File: src/rtl/core/csi_pkg.sv
`timescale 1ns / 1ps
// ----------------------------------------------------------------------------
// CSI sequence decoder package
// Shared byte codes, command codes and the parameter and result words.
// ----------------------------------------------------------------------------
package csi_pkg;

  localparam int PARAM_BITS = 16;
  localparam logic [PARAM_BITS-1:0] PARAM_MAX = '1;

  localparam logic [7:0] CH_SPACE = 8'h20;
  localparam logic [7:0] CH_BANG  = 8'h21;
  localparam logic [7:0] CH_ZERO  = 8'h30;
  localparam logic [7:0] CH_NINE  = 8'h39;
  localparam logic [7:0] CH_COLON = 8'h3A;
  localparam logic [7:0] CH_SEMI  = 8'h3B;
  localparam logic [7:0] CH_EQ    = 8'h3D;
  localparam logic [7:0] CH_GT    = 8'h3E;
  localparam logic [7:0] CH_QMARK = 8'h3F;

  localparam logic [7:0] FIN_CUU = 8'h41;  // A
  localparam logic [7:0] FIN_CUD = 8'h42;  // B
  localparam logic [7:0] FIN_CUF = 8'h43;  // C
  localparam logic [7:0] FIN_CUB = 8'h44;  // D
  localparam logic [7:0] FIN_CNL = 8'h45;  // E
  localparam logic [7:0] FIN_CPL = 8'h46;  // F
  localparam logic [7:0] FIN_CHA = 8'h47;  // G
  localparam logic [7:0] FIN_CUP = 8'h48;  // H
  localparam logic [7:0] FIN_ED  = 8'h4A;  // J
  localparam logic [7:0] FIN_EL  = 8'h4B;  // K
  localparam logic [7:0] FIN_SU  = 8'h53;  // S
  localparam logic [7:0] FIN_SD  = 8'h54;  // T
  localparam logic [7:0] FIN_VPA = 8'h64;  // d
  localparam logic [7:0] FIN_HVP = 8'h66;  // f
  localparam logic [7:0] FIN_STBM = 8'h72; // r
  localparam logic [7:0] FIN_SCP = 8'h73;  // s
  localparam logic [7:0] FIN_RCP = 8'h75;  // u

  typedef enum logic [3:0] {
    OP_MOVE       = 4'd0,
    OP_SET_COL    = 4'd1,
    OP_SET_POS    = 4'd2,
    OP_SET_ROW    = 4'd3,
    OP_ERASE_DISP = 4'd4,
    OP_ERASE_LINE = 4'd5,
    OP_SCROLL_UP  = 4'd6,
    OP_SCROLL_DN  = 4'd7,
    OP_SET_REGION = 4'd8,
    OP_RST_REGION = 4'd9,
    OP_SAVE       = 4'd10,
    OP_RESTORE    = 4'd11
  } op_t;

  typedef struct packed {
    logic [PARAM_BITS-1:0] first;
    logic [PARAM_BITS-1:0] second;
    logic [1:0]            count;
    logic                  priv;
  } csi_params_t;

  typedef struct packed {
    logic                 col_home;
    logic [15:0]          amount;
    logic signed [16:0]   col_value;
    logic signed [16:0]   row_value;
    op_t                  op;
  } csi_result_t;

endpackage

File: src/rtl/core/csi_sequence_decoder.sv
`timescale 1ns / 1ps
// ----------------------------------------------------------------------------
// CSI sequence decoder
// Decodes CSI control sequence bytes into cursor, erase and scroll commands.
// ----------------------------------------------------------------------------
// Bytes after the CSI introducer enter on the s_ side, one word per cycle at
// full rate while the m_ side does not stall. Each byte is registered, parsed
// against the running sequence state and, on a final byte that names a supported
// command, a 56-bit command word is written to the output register. Bytes that
// only extend the sequence, private sequences and unsupported finals give no
// output word. The m_ side may stall; the input register keeps accepting while
// the output register is empty or being taken. The user must write screen_rows
// (reset 24) via cfg_we/cfg_wdata while the block is idle, which it does not enforce.
module csi_sequence_decoder import csi_pkg::*; (
  input  logic        clk,
  input  logic        rst,
  input  logic        cfg_we,
  input  logic [15:0] cfg_wdata,    // screen_rows
  input  logic        s_tvalid,
  output logic        s_tready,
  input  logic [7:0]  s_tdata,      // seq_byte[7:0]
  output logic        m_tvalid,
  input  logic        m_tready,
  output logic [55:0] m_tdata       // op[3:0], row_value[20:4], col_value[37:21],
                                    // amount[53:38], col_home[54], zero[55]
);

  logic [15:0]  screen_rows;
  logic         in_valid;
  logic [7:0]   in_byte;
  logic         out_valid;
  csi_result_t  out_data;

  logic         advance;
  logic         step;
  logic         is_final;
  logic         res_valid;
  csi_params_t  final_params;
  csi_result_t  result;

  assign advance  = !out_valid || m_tready;
  assign s_tready = !in_valid || advance;
  assign step     = in_valid && advance;

  csi_seq_parser u_parser (
    .clk          (clk),
    .rst          (rst),
    .step         (step),
    .seq_byte     (in_byte),
    .is_final     (is_final),
    .final_params (final_params)
  );

  csi_seq_decode u_decode (
    .seq_byte    (in_byte),
    .params      (final_params),
    .screen_rows (screen_rows),
    .res_valid   (res_valid),
    .result      (result)
  );

  always_ff @(posedge clk) begin
    if (rst) begin
      screen_rows <= 16'd24;
    end else if (cfg_we) begin
      screen_rows <= cfg_wdata;
    end
  end

  always_ff @(posedge clk) begin
    if (rst) begin
      in_valid <= 1'b0;
    end else if (s_tready) begin
      in_valid <= s_tvalid;
    end
  end

  always_ff @(posedge clk) begin
    if (s_tready) begin
      in_byte <= s_tdata;
    end
  end

  always_ff @(posedge clk) begin
    if (rst) begin
      out_valid <= 1'b0;
    end else if (advance) begin
      out_valid <= step && is_final && res_valid;
    end
  end

  always_ff @(posedge clk) begin
    if (advance) begin
      out_data <= result;
    end
  end

  assign m_tvalid = out_valid;
  assign m_tdata  = {1'b0, out_data};

  a_op_range: assert property (@(posedge clk) disable iff (rst)
    m_tvalid |-> (m_tdata[3:0] <= OP_RESTORE))
    else $error("command code out of range");

  a_cr_move: assert property (@(posedge clk) disable iff (rst)
    (m_tvalid && m_tdata[54]) |-> (m_tdata[3:0] == OP_MOVE))
    else $error("carriage return on a non-move command");

  a_stall_blocks: assert property (@(posedge clk) disable iff (rst)
    (in_valid && out_valid && !m_tready) |-> !s_tready)
    else $error("input taken while both stages are full and stalled");

  a_hold_stalled: assert property (@(posedge clk) disable iff (rst)
    (in_valid && out_valid && !m_tready) |=> (in_valid && $stable(in_byte)))
    else $error("buffered byte lost during output stall");

endmodule

File: src/rtl/core/csi_seq_parser.sv
`timescale 1ns / 1ps
// ----------------------------------------------------------------------------
// CSI sequence parser
// Holds the running sequence state and presents the closing parameters.
// ----------------------------------------------------------------------------
module csi_seq_parser import csi_pkg::*; (
  input  logic        clk,
  input  logic        rst,
  input  logic        step,
  input  logic [7:0]  seq_byte,
  output logic        is_final,
  output csi_params_t final_params
);

  logic [PARAM_BITS-1:0] first_param;
  logic [PARAM_BITS-1:0] second_param;
  logic [1:0]            param_count;
  logic [PARAM_BITS-1:0] digit_accumulator;
  logic                  digits_pending;
  logic                  last_was_semicolon;
  logic                  sequence_started;
  logic                  private_marker;

  logic                  is_marker;
  logic                  is_digit;
  logic                  is_sep;
  logic                  do_push;
  logic [PARAM_BITS-1:0] push_val;
  logic [PARAM_BITS+3:0] acc_prod;
  logic [PARAM_BITS-1:0] acc_sat;
  logic [PARAM_BITS-1:0] first_push;
  logic [PARAM_BITS-1:0] second_push;
  logic [1:0]            count_push;

  always_comb begin
    is_marker = !sequence_started && (seq_byte inside {CH_QMARK, CH_GT, CH_EQ, CH_BANG});
    is_digit  = !is_marker && (seq_byte inside {[CH_ZERO:CH_NINE]});
    is_sep    = seq_byte inside {CH_SEMI, CH_COLON};
    is_final  = !(seq_byte inside {[CH_SPACE:CH_QMARK]});

    acc_prod = ({4'b0, digit_accumulator} << 3) + ({4'b0, digit_accumulator} << 1)
             + {{PARAM_BITS{1'b0}}, seq_byte[3:0]};
    acc_sat  = (acc_prod > {4'b0, PARAM_MAX}) ? PARAM_MAX : acc_prod[PARAM_BITS-1:0];

    do_push  = is_sep || (is_final && (digits_pending || last_was_semicolon));
    push_val = digits_pending ? digit_accumulator : '0;

    first_push  = (do_push && param_count == 2'd0) ? push_val : first_param;
    second_push = (do_push && param_count == 2'd1) ? push_val : second_param;
    count_push  = (do_push && param_count != 2'd3) ? param_count + 2'd1 : param_count;

    final_params.first  = first_push;
    final_params.second = second_push;
    final_params.count  = count_push;
    final_params.priv   = private_marker;
  end

  always_ff @(posedge clk) begin
    if (rst) begin
      first_param        <= '0;
      second_param       <= '0;
      param_count        <= '0;
      digit_accumulator  <= '0;
      digits_pending     <= 1'b0;
      last_was_semicolon <= 1'b0;
      sequence_started   <= 1'b0;
      private_marker     <= 1'b0;
    end else if (step) begin
      if (is_final) begin
        first_param        <= '0;
        second_param       <= '0;
        param_count        <= '0;
        digit_accumulator  <= '0;
        digits_pending     <= 1'b0;
        last_was_semicolon <= 1'b0;
        sequence_started   <= 1'b0;
        private_marker     <= 1'b0;
      end else begin
        sequence_started   <= 1'b1;
        last_was_semicolon <= is_sep && (seq_byte == CH_SEMI);
        if (is_marker) begin
          private_marker <= 1'b1;
        end
        if (is_digit) begin
          digit_accumulator <= acc_sat;
          digits_pending    <= 1'b1;
        end
        if (is_sep) begin
          first_param        <= first_push;
          second_param       <= second_push;
          param_count        <= count_push;
          digit_accumulator  <= '0;
          digits_pending     <= 1'b0;
        end
      end
    end
  end

endmodule

File: src/rtl/core/csi_seq_decode.sv
`timescale 1ns / 1ps
// ----------------------------------------------------------------------------
// CSI final byte decoder
// Maps the final byte and closing parameters to one command word.
// ----------------------------------------------------------------------------
module csi_seq_decode import csi_pkg::*; (
  input  logic [7:0]  seq_byte,
  input  csi_params_t params,
  input  logic [15:0] screen_rows,
  output logic        res_valid,
  output csi_result_t result
);

  logic        have0;
  logic        have1;
  logic [15:0] p0;
  logic [15:0] p1_one;
  logic [15:0] p1_rows;
  logic [16:0] p0_w;
  logic [16:0] p0_neg;
  logic [16:0] p0_m1;
  logic [16:0] p1_one_m1;
  logic [16:0] p1_rows_m1;

  always_comb begin
    have0      = params.count != 2'd0;
    have1      = params.count >= 2'd2;
    p0         = (have0 && params.first != '0) ? params.first : 16'd1;
    p1_one     = (have1 && params.second != '0) ? params.second : 16'd1;
    p1_rows    = (have1 && params.second != '0) ? params.second : screen_rows;
    p0_w       = {1'b0, p0};
    p0_neg     = 17'd0 - p0_w;
    p0_m1      = p0_w - 17'd1;
    p1_one_m1  = {1'b0, p1_one} - 17'd1;
    p1_rows_m1 = {1'b0, p1_rows} - 17'd1;

    result    = '0;
    result.op = OP_MOVE;
    res_valid = 1'b1;
    case (seq_byte)
      FIN_CUU: result.row_value = p0_neg;
      FIN_CUD: result.row_value = p0_w;
      FIN_CUF: result.col_value = p0_w;
      FIN_CUB: result.col_value = p0_neg;
      FIN_CNL: begin
        result.row_value = p0_w;
        result.col_home  = 1'b1;
      end
      FIN_CPL: begin
        result.row_value = p0_neg;
        result.col_home  = 1'b1;
      end
      FIN_CHA: begin
        result.op        = OP_SET_COL;
        result.col_value = p0_m1;
      end
      FIN_CUP, FIN_HVP: begin
        result.op        = OP_SET_POS;
        result.row_value = p0_m1;
        result.col_value = p1_one_m1;
      end
      FIN_ED: begin
        result.op     = OP_ERASE_DISP;
        result.amount = have0 ? params.first : '0;
      end
      FIN_EL: begin
        result.op     = OP_ERASE_LINE;
        result.amount = have0 ? params.first : '0;
      end
      FIN_SU: begin
        result.op     = OP_SCROLL_UP;
        result.amount = p0;
      end
      FIN_SD: begin
        result.op     = OP_SCROLL_DN;
        result.amount = p0;
      end
      FIN_VPA: begin
        result.op        = OP_SET_ROW;
        result.row_value = p0_m1;
      end
      FIN_STBM: begin
        if (have0) begin
          result.op        = OP_SET_REGION;
          result.row_value = p0_m1;
          result.col_value = p1_rows_m1;
        end else begin
          result.op = OP_RST_REGION;
        end
      end
      FIN_SCP: result.op = OP_SAVE;
      FIN_RCP: result.op = OP_RESTORE;
      default: res_valid = 1'b0;
    endcase
    if (params.priv) begin
      res_valid = 1'b0;
    end
  end

endmodule

File: config.mk
export PLATFORM = sky130hd
export DESIGN_NAME = csi_sequence_decoder
export DESIGN_NICKNAME = d
export VERILOG_FILES = /design/src/rtl/core/csi_pkg.sv /design/src/rtl/core/csi_sequence_decoder.sv /design/src/rtl/core/csi_seq_parser.sv /design/src/rtl/core/csi_seq_decode.sv
export SDC_FILE = /design/constraint.sdc
export NUM_CORES = 1
export LEC_CHECK = 0
export BUFFER_PORTS_ARGS = -buffer_cell sky130_fd_sc_hd__buf_2
export CAP_MARGIN = 40
export CORE_ASPECT_RATIO = 0.75
export CORE_MARGIN = 8
export CORE_UTILIZATION = 30
export CTS_CLUSTER_SIZE = 20
export DETAILED_ROUTE_END_ITERATION = 16
export HOLD_SLACK_MARGIN = 0.06
export SLEW_MARGIN = 40
export SYNTH_ARGS = -nofsm -noshare
export SYNTH_HDL_FRONTEND = slang
export SYNTH_SLANG_ARGS = --single-unit
File: constraint.sdc
create_clock -name clk -period 12.8 [get_ports clk]
set_clock_uncertainty 0.15 [all_clocks]
set_input_delay 2.56 -clock clk [delete_from_list [all_inputs] [get_ports clk]]
set_output_delay 2.56 -clock clk [all_outputs]
set_load 0.01 [all_outputs]
[After elaboration in Yosys (flattened, before gate mapping)]
Cells that the tools add are included.
Operators by class
  reduce and logical (&&, ||, !) cells: 40
  $lt $le $gt $ge: 6
  equality and inequality tests: 28
  $add $sub $neg: 7
  mux-type cells: 34
Operators by type and width (number)
  two-way mux 16 bit: 15
  equality test 8 x 7 -> 1 bit (second input constant): 17
  one-hot mux 17 bit (5 select lines): 1
  one-hot mux 17 bit (4 select lines): 1
  subtractor 16 x 1 -> 17 bit (second input constant): 3
  equality test 8 x 6 -> 1 bit (second input constant): 6
  one-hot mux 4 bit (10 select lines): 1
  two-way mux 34 bit: 1
  one-hot mux 16 bit (2 select lines): 1
  nonzero test 16 bit: 2
  adder 19 x 17 -> 20 bit: 1
  adder 20 x 4 -> 20 bit: 1
  greater-than comparator 20 x 16 -> 1 bit (second input constant): 1
  OR reduction 17 bit: 1
  subtractor 1 x 16 -> 17 bit (first input constant): 1
  >= comparator 8 x 6 -> 1 bit (second input constant): 2
  <= comparator 8 x 6 -> 1 bit (second input constant): 2
  logical AND 1 bit: 14
  OR reduction 2 bit: 6
  two-way mux 1 bit: 11
  two-way mux 2 bit: 3
  AND reduction 2 bit: 3
  logical NOT 1 bit: 5
  logical OR 1 bit: 4
  other kinds (10): 12
Word-level totals
  register bits after elaboration: 135
  logic and storage cells: 132
  output and inout bits: 58
  input bits: 29

[Depth between registers and ports, before layout]
  depth after elaboration: 13
  gate-level depth with buffers: 22
  gate-level depth less buffers: 18

[Modules after synthesis]
A second synthesis with hierarchy kept.
Second synthesis, totals
  cells, all modules: 1097
  area, all modules: 9641.7 um2
By module, submodules not included
  csi_seq_parser: instances 1, area each 3697.3 um2, seq. area each 1081.0 um2, cells an instance 429
  csi_seq_decode: instances 1, area each 3378.2 um2, seq. area each 0.0 um2, cells an instance 542
  csi_sequence_decoder: instances 1, area each 2566.2 um2, seq. area each 2252.2 um2, cells an instance 126

[Worst setup path after synthesis]
OpenSTA, ideal clock, no wires.
  path kind: input to register
  from: in m_tready
  to: reg u_parser.digit_accumulator[9]
  path buffers: 1
  data required time: 12507 ps
  stages: 8
  data arrival time: 5839 ps
  setup time: 143 ps
  path slack: 6668 ps
  cells stage by stage: nor2b_1 > inv_1 > nand2_1 > nor2_1 > nand3_1 > a2111oi_1 > clkbuf_1 > a221oi_1
On the way
  cells in the longest elaborated chain, start to end: 3
Ends and longest elaborated chain
  from (decl): line csi_sequence_decoder.sv:23  | input logic m_tready,
  logical OR 1 bit: line csi_sequence_decoder.sv:41  | assign advance = !out_valid || m_tready;
  logical AND 1 bit: line csi_sequence_decoder.sv:43  | assign step = in_valid && advance;
  AND reduction 2 bit (no line)
  to (signal assigned): line csi_seq_parser.sv:85  | digit_accumulator <= acc_sat;
  to (decl): line csi_seq_parser.sv:18  | logic [PARAM_BITS-1:0] digit_accumulator;
No other way between the ends.
A chain may end at the register's enable or synchronous reset.

==> flow_summary.json <==
{
  "status": "complete, no violations",
  "ys_async_sr_fraction_pct": 0,
  "h-tree-depth": 4,
  "hold-path-endpoint": "u_parser.second_param[11]$_SDFFE_PP0P_",
  "cts_sinks": 135,
  "path_max_fanout": 21,
  "dr_total_vias": 8703,
  "end_kind": "register",
  "post_drt_wl_per_cell_um": 20.3,
  "core_area_sq_um": 29200,
  "via_per_inst": 5.71,
  "peakVddDrop_mv": 0.0891,
  "post-synth-top-area-cell": "edfxtp_1",
  "root_buffer": "clkbuf_16",
  "antenna_found_initial": 0,
  "synth-seq-cells": 135,
  "hold_viol": 0,
  "drt-total-wl_mm": 31.0,
  "cts_tree": "built",
  "postRouteAntennaNets": 0,
  "synth_nets": 1130,
  "synth_area_leaders": "edfxtp_1, dfxtp_1, nor2_1, nand2_1, ha_1",
  "seqPwrFrac_pct": 45.4,
  "wl_met3_mm": 2.69,
  "max_cap_viol_count": 0,
  "synth_area_sq_um": 8920,
  "path_clk_slew_ns": 0.06,
  "rsz0062_at_grt": "false",
  "min_path_type": "reg -> reg",
  "power_mw": 1.02,
  "period_share_pct": 50.7,
  "post-dp-hpwl_mm": 23.2,
  "insertion_delay_ns": 0.44,
  "dr_wl_met2_mm": 12.8,
  "cts_buffers": 17,
  "layout_min_cycle_time_ns": 6.49,
  "rows": 54,
  "fin_nets": 1186,
  "cp.required_ns": 12.84,
  "grt_pass1_vias": 8178,
  "drive_above_1_share_pct": 14.1,
  "die_w_um": 215,
  "leakagePower_nw": 4.23,
  "grt_overflow_total": 0,
  "dieArea_sq_um": 35600,
  "pwr-share-clk_pct": 49.3,
  "ios": 87,
  "final_max_slew_viol_count": 0,
  "cts_setup_buffers": 0,
  "setup_viol": 0,
  "drtPass1Iterations": 6,
  "area_growth_pct": 15.6,
  "cp.arrival_ns": 6.53,
  "comb_power_share_pct": 5.3,
  "fmax_ghz": 0.154,
  "first_iter_violations": 1200,
  "ys.warnings.count": 0,
  "ff2ff_path_depth": 16,
  "n_antenna_cell": 0,
  "synth_edf_count": 63,
  "io_buffers": 85,
  "grt_first_pass_wirelength_mm": 48.2,
  "crit_path_start_kind": "register",
  "cts_resized": 0,
  "whs_ns": 0.337,
  "synthTopCellsByCount": "nor2_1, nand2_1, a21oi_1, dfxtp_1, edfxtp_1",
  "highest_layer": "met4",
  "p_switching_mw": 0.240,
  "wirelength_met1_mm": 14.3,
  "worst_slew_pin_slew_ns": 0.815,
  "r2r-start": "in_byte[2]$_DFFE_PP_",
  "criticalPathCategory": "reg -> reg",
  "place_congestion": 0.969,
  "max-clock-path-buffers": 2,
  "relSlewSlack_pct": 45.7,
  "hold_depth": 2,
  "die_h_um": 165,
  "seq_area_frac_synth_pct": 37.4,
  "yosysTopAreaCellShare_pct": 21.2,
  "synth_most_common_cell": "nor2_1",
  "reg2reg_to": "m_tdata[33]$_DFFE_PN_",
  "route.detailed.drc": 0,
  "syn_inst": 1062,
  "synthFlopType": "dfxtp_1",
  "postCtsHoldBufs": 0,
  "rrSetupSlack_ns": 6.31,
  "internal-power_mw": 0.784,
  "initial_utilization_pct": 30.6,
  "power_per_cell_area_nw_per_um2": 99.4,
  "track_usage_pct": 17.0,
  "min-delay-start": "u_parser.second_param[11]$_SDFFE_PP0P_",
  "grt_max_degree": 73,
  "switching_share_pct": 23.4,
  "timing.setup.tns_ns": 0,
  "syn_avg_cell_area_sq_um": 8.40,
  "synth_cell_types": 78
}
-- stage by stage --
stage / cells / cell area [sq um] / setup WS, ns / util (%)
finish: 1523 / 10300 / 6.31 / 35.3
global route: 1523 / 10300 / 5.81 / 35.3
CTS: 1523 / 10300 / 6.48 / 35.3
detailed placement: 1491 / 9700 / 6.53 / 33.2
global placement: 1491 / 9690 / 6.66 / 33.2
floorplan: 1062 / 8920 / 6.67 / -
-- state kept, by name, indices dropped and copies added, names as in the netlist, 2 cells and up --
name / count
u_parser.param_count: 2
in_byte: 8
screen_rows: 16
u_parser.first_param: 16
u_parser.second_param: 16
m_tdata: 55
u_parser.digit_accumulator: 16
-- worst max path at each step --
stage	cells past startpoint	slack, ns	endpoint	startpoint
5_1_grt	16	5.81	m_tdata[33]$_DFFE_PN_	in_byte[2]$_DFFE_PP_
3_5_place_dp	16	6.53	m_tdata[33]$_DFFE_PN_	in_byte[2]$_DFFE_PP_
3_3_place_gp	16	6.66	m_tdata[33]$_DFFE_PN_	in_byte[2]$_DFFE_PP_
2_1_floorplan	8	6.67	u_parser.digit_accumulator[9]$_SDFFE_PP0P_	m_tready
6_report	16	6.31	m_tdata[33]$_DFFE_PN_	in_byte[2]$_DFFE_PP_
4_1_cts	16	6.48	m_tdata[33]$_DFFE_PN_	in_byte[2]$_DFFE_PP_
-- layout by cell type (no fill, tap or decap), types with 14 or more instances in the layout --
cell type / n
nor2_1: 139
nand2_1: 125
buf_2: 85
a21oi_1: 76
dfxtp_1: 71
edfxtp_1: 63
o21ai_0: 58
nor3_1: 38
nand3_1: 37
ha_1: 37
mux2i_1: 34
a22oi_1: 25
xnor2_1: 19
clkbuf_16: 18
a31oi_1: 17
a221oi_1: 17
xor2_1: 16
inv_1: 15
o211ai_1: 14
buf_4: 14
-- power groups by stage --
stage | registers (mW) | clock network, mW | logic (mW)
floorplan | 0.470 | 0 | 0.0376
global route | 0.466 | 0.528 | 0.0593
finish | 0.465 | 0.505 | 0.0543
detailed placement | 0.474 | 0 | 0.0534
global placement | 0.474 | 0 | 0.0532
CTS | 0.465 | 0.509 | 0.0538
-- critical path: stages (launching register included) --
cell      delay, ns
edfxtp_1       0.59
nand4b_1       0.59
mux2i_4        0.50
nand2_1        0.47
a22o_1         0.40
or4_1          0.64
o31a_1         0.53
nand2_1        0.18
a21boi_0       0.20
ha_1           0.26
nor3b_1        0.53
nand2_1        0.24
nor4_1         0.26
o21ai_0        0.15
a21oi_1        0.15
a21oi_1        0.06
a221o_1        0.31
-- cells by family after synthesis --
group	count (synthesis)	share of synthesized area, %
buffers and inverters	78	3.58
XOR/XNOR	35	3.44
flip-flops	135	37.4
adder cells (fa/ha/maj)	39	5.64
AND/OR/NAND/NOR	433	22.4
multiplexers	41	5.20
other	1	0.0420
AO/OA/AOI/OAI	300	22.3
-- area by class of cell --
type	count	area (sq um)
inverters	16	60.1
flip-flops and latches	135	3330
fillers	3047	18900
multi-input cells	849	5290
clock inverters	11	119
repair buffers	99	531
clock buffers	21	482
well taps	392	490
-- routing by layer --
metal	GRT usage (%)	up-vias
li1	-	4088
met1	23.8	4108
met2	24.3	431
met3	4.51	76
met4	7.07	0
met5	0	-
Power figures use the tool's default switching activity.
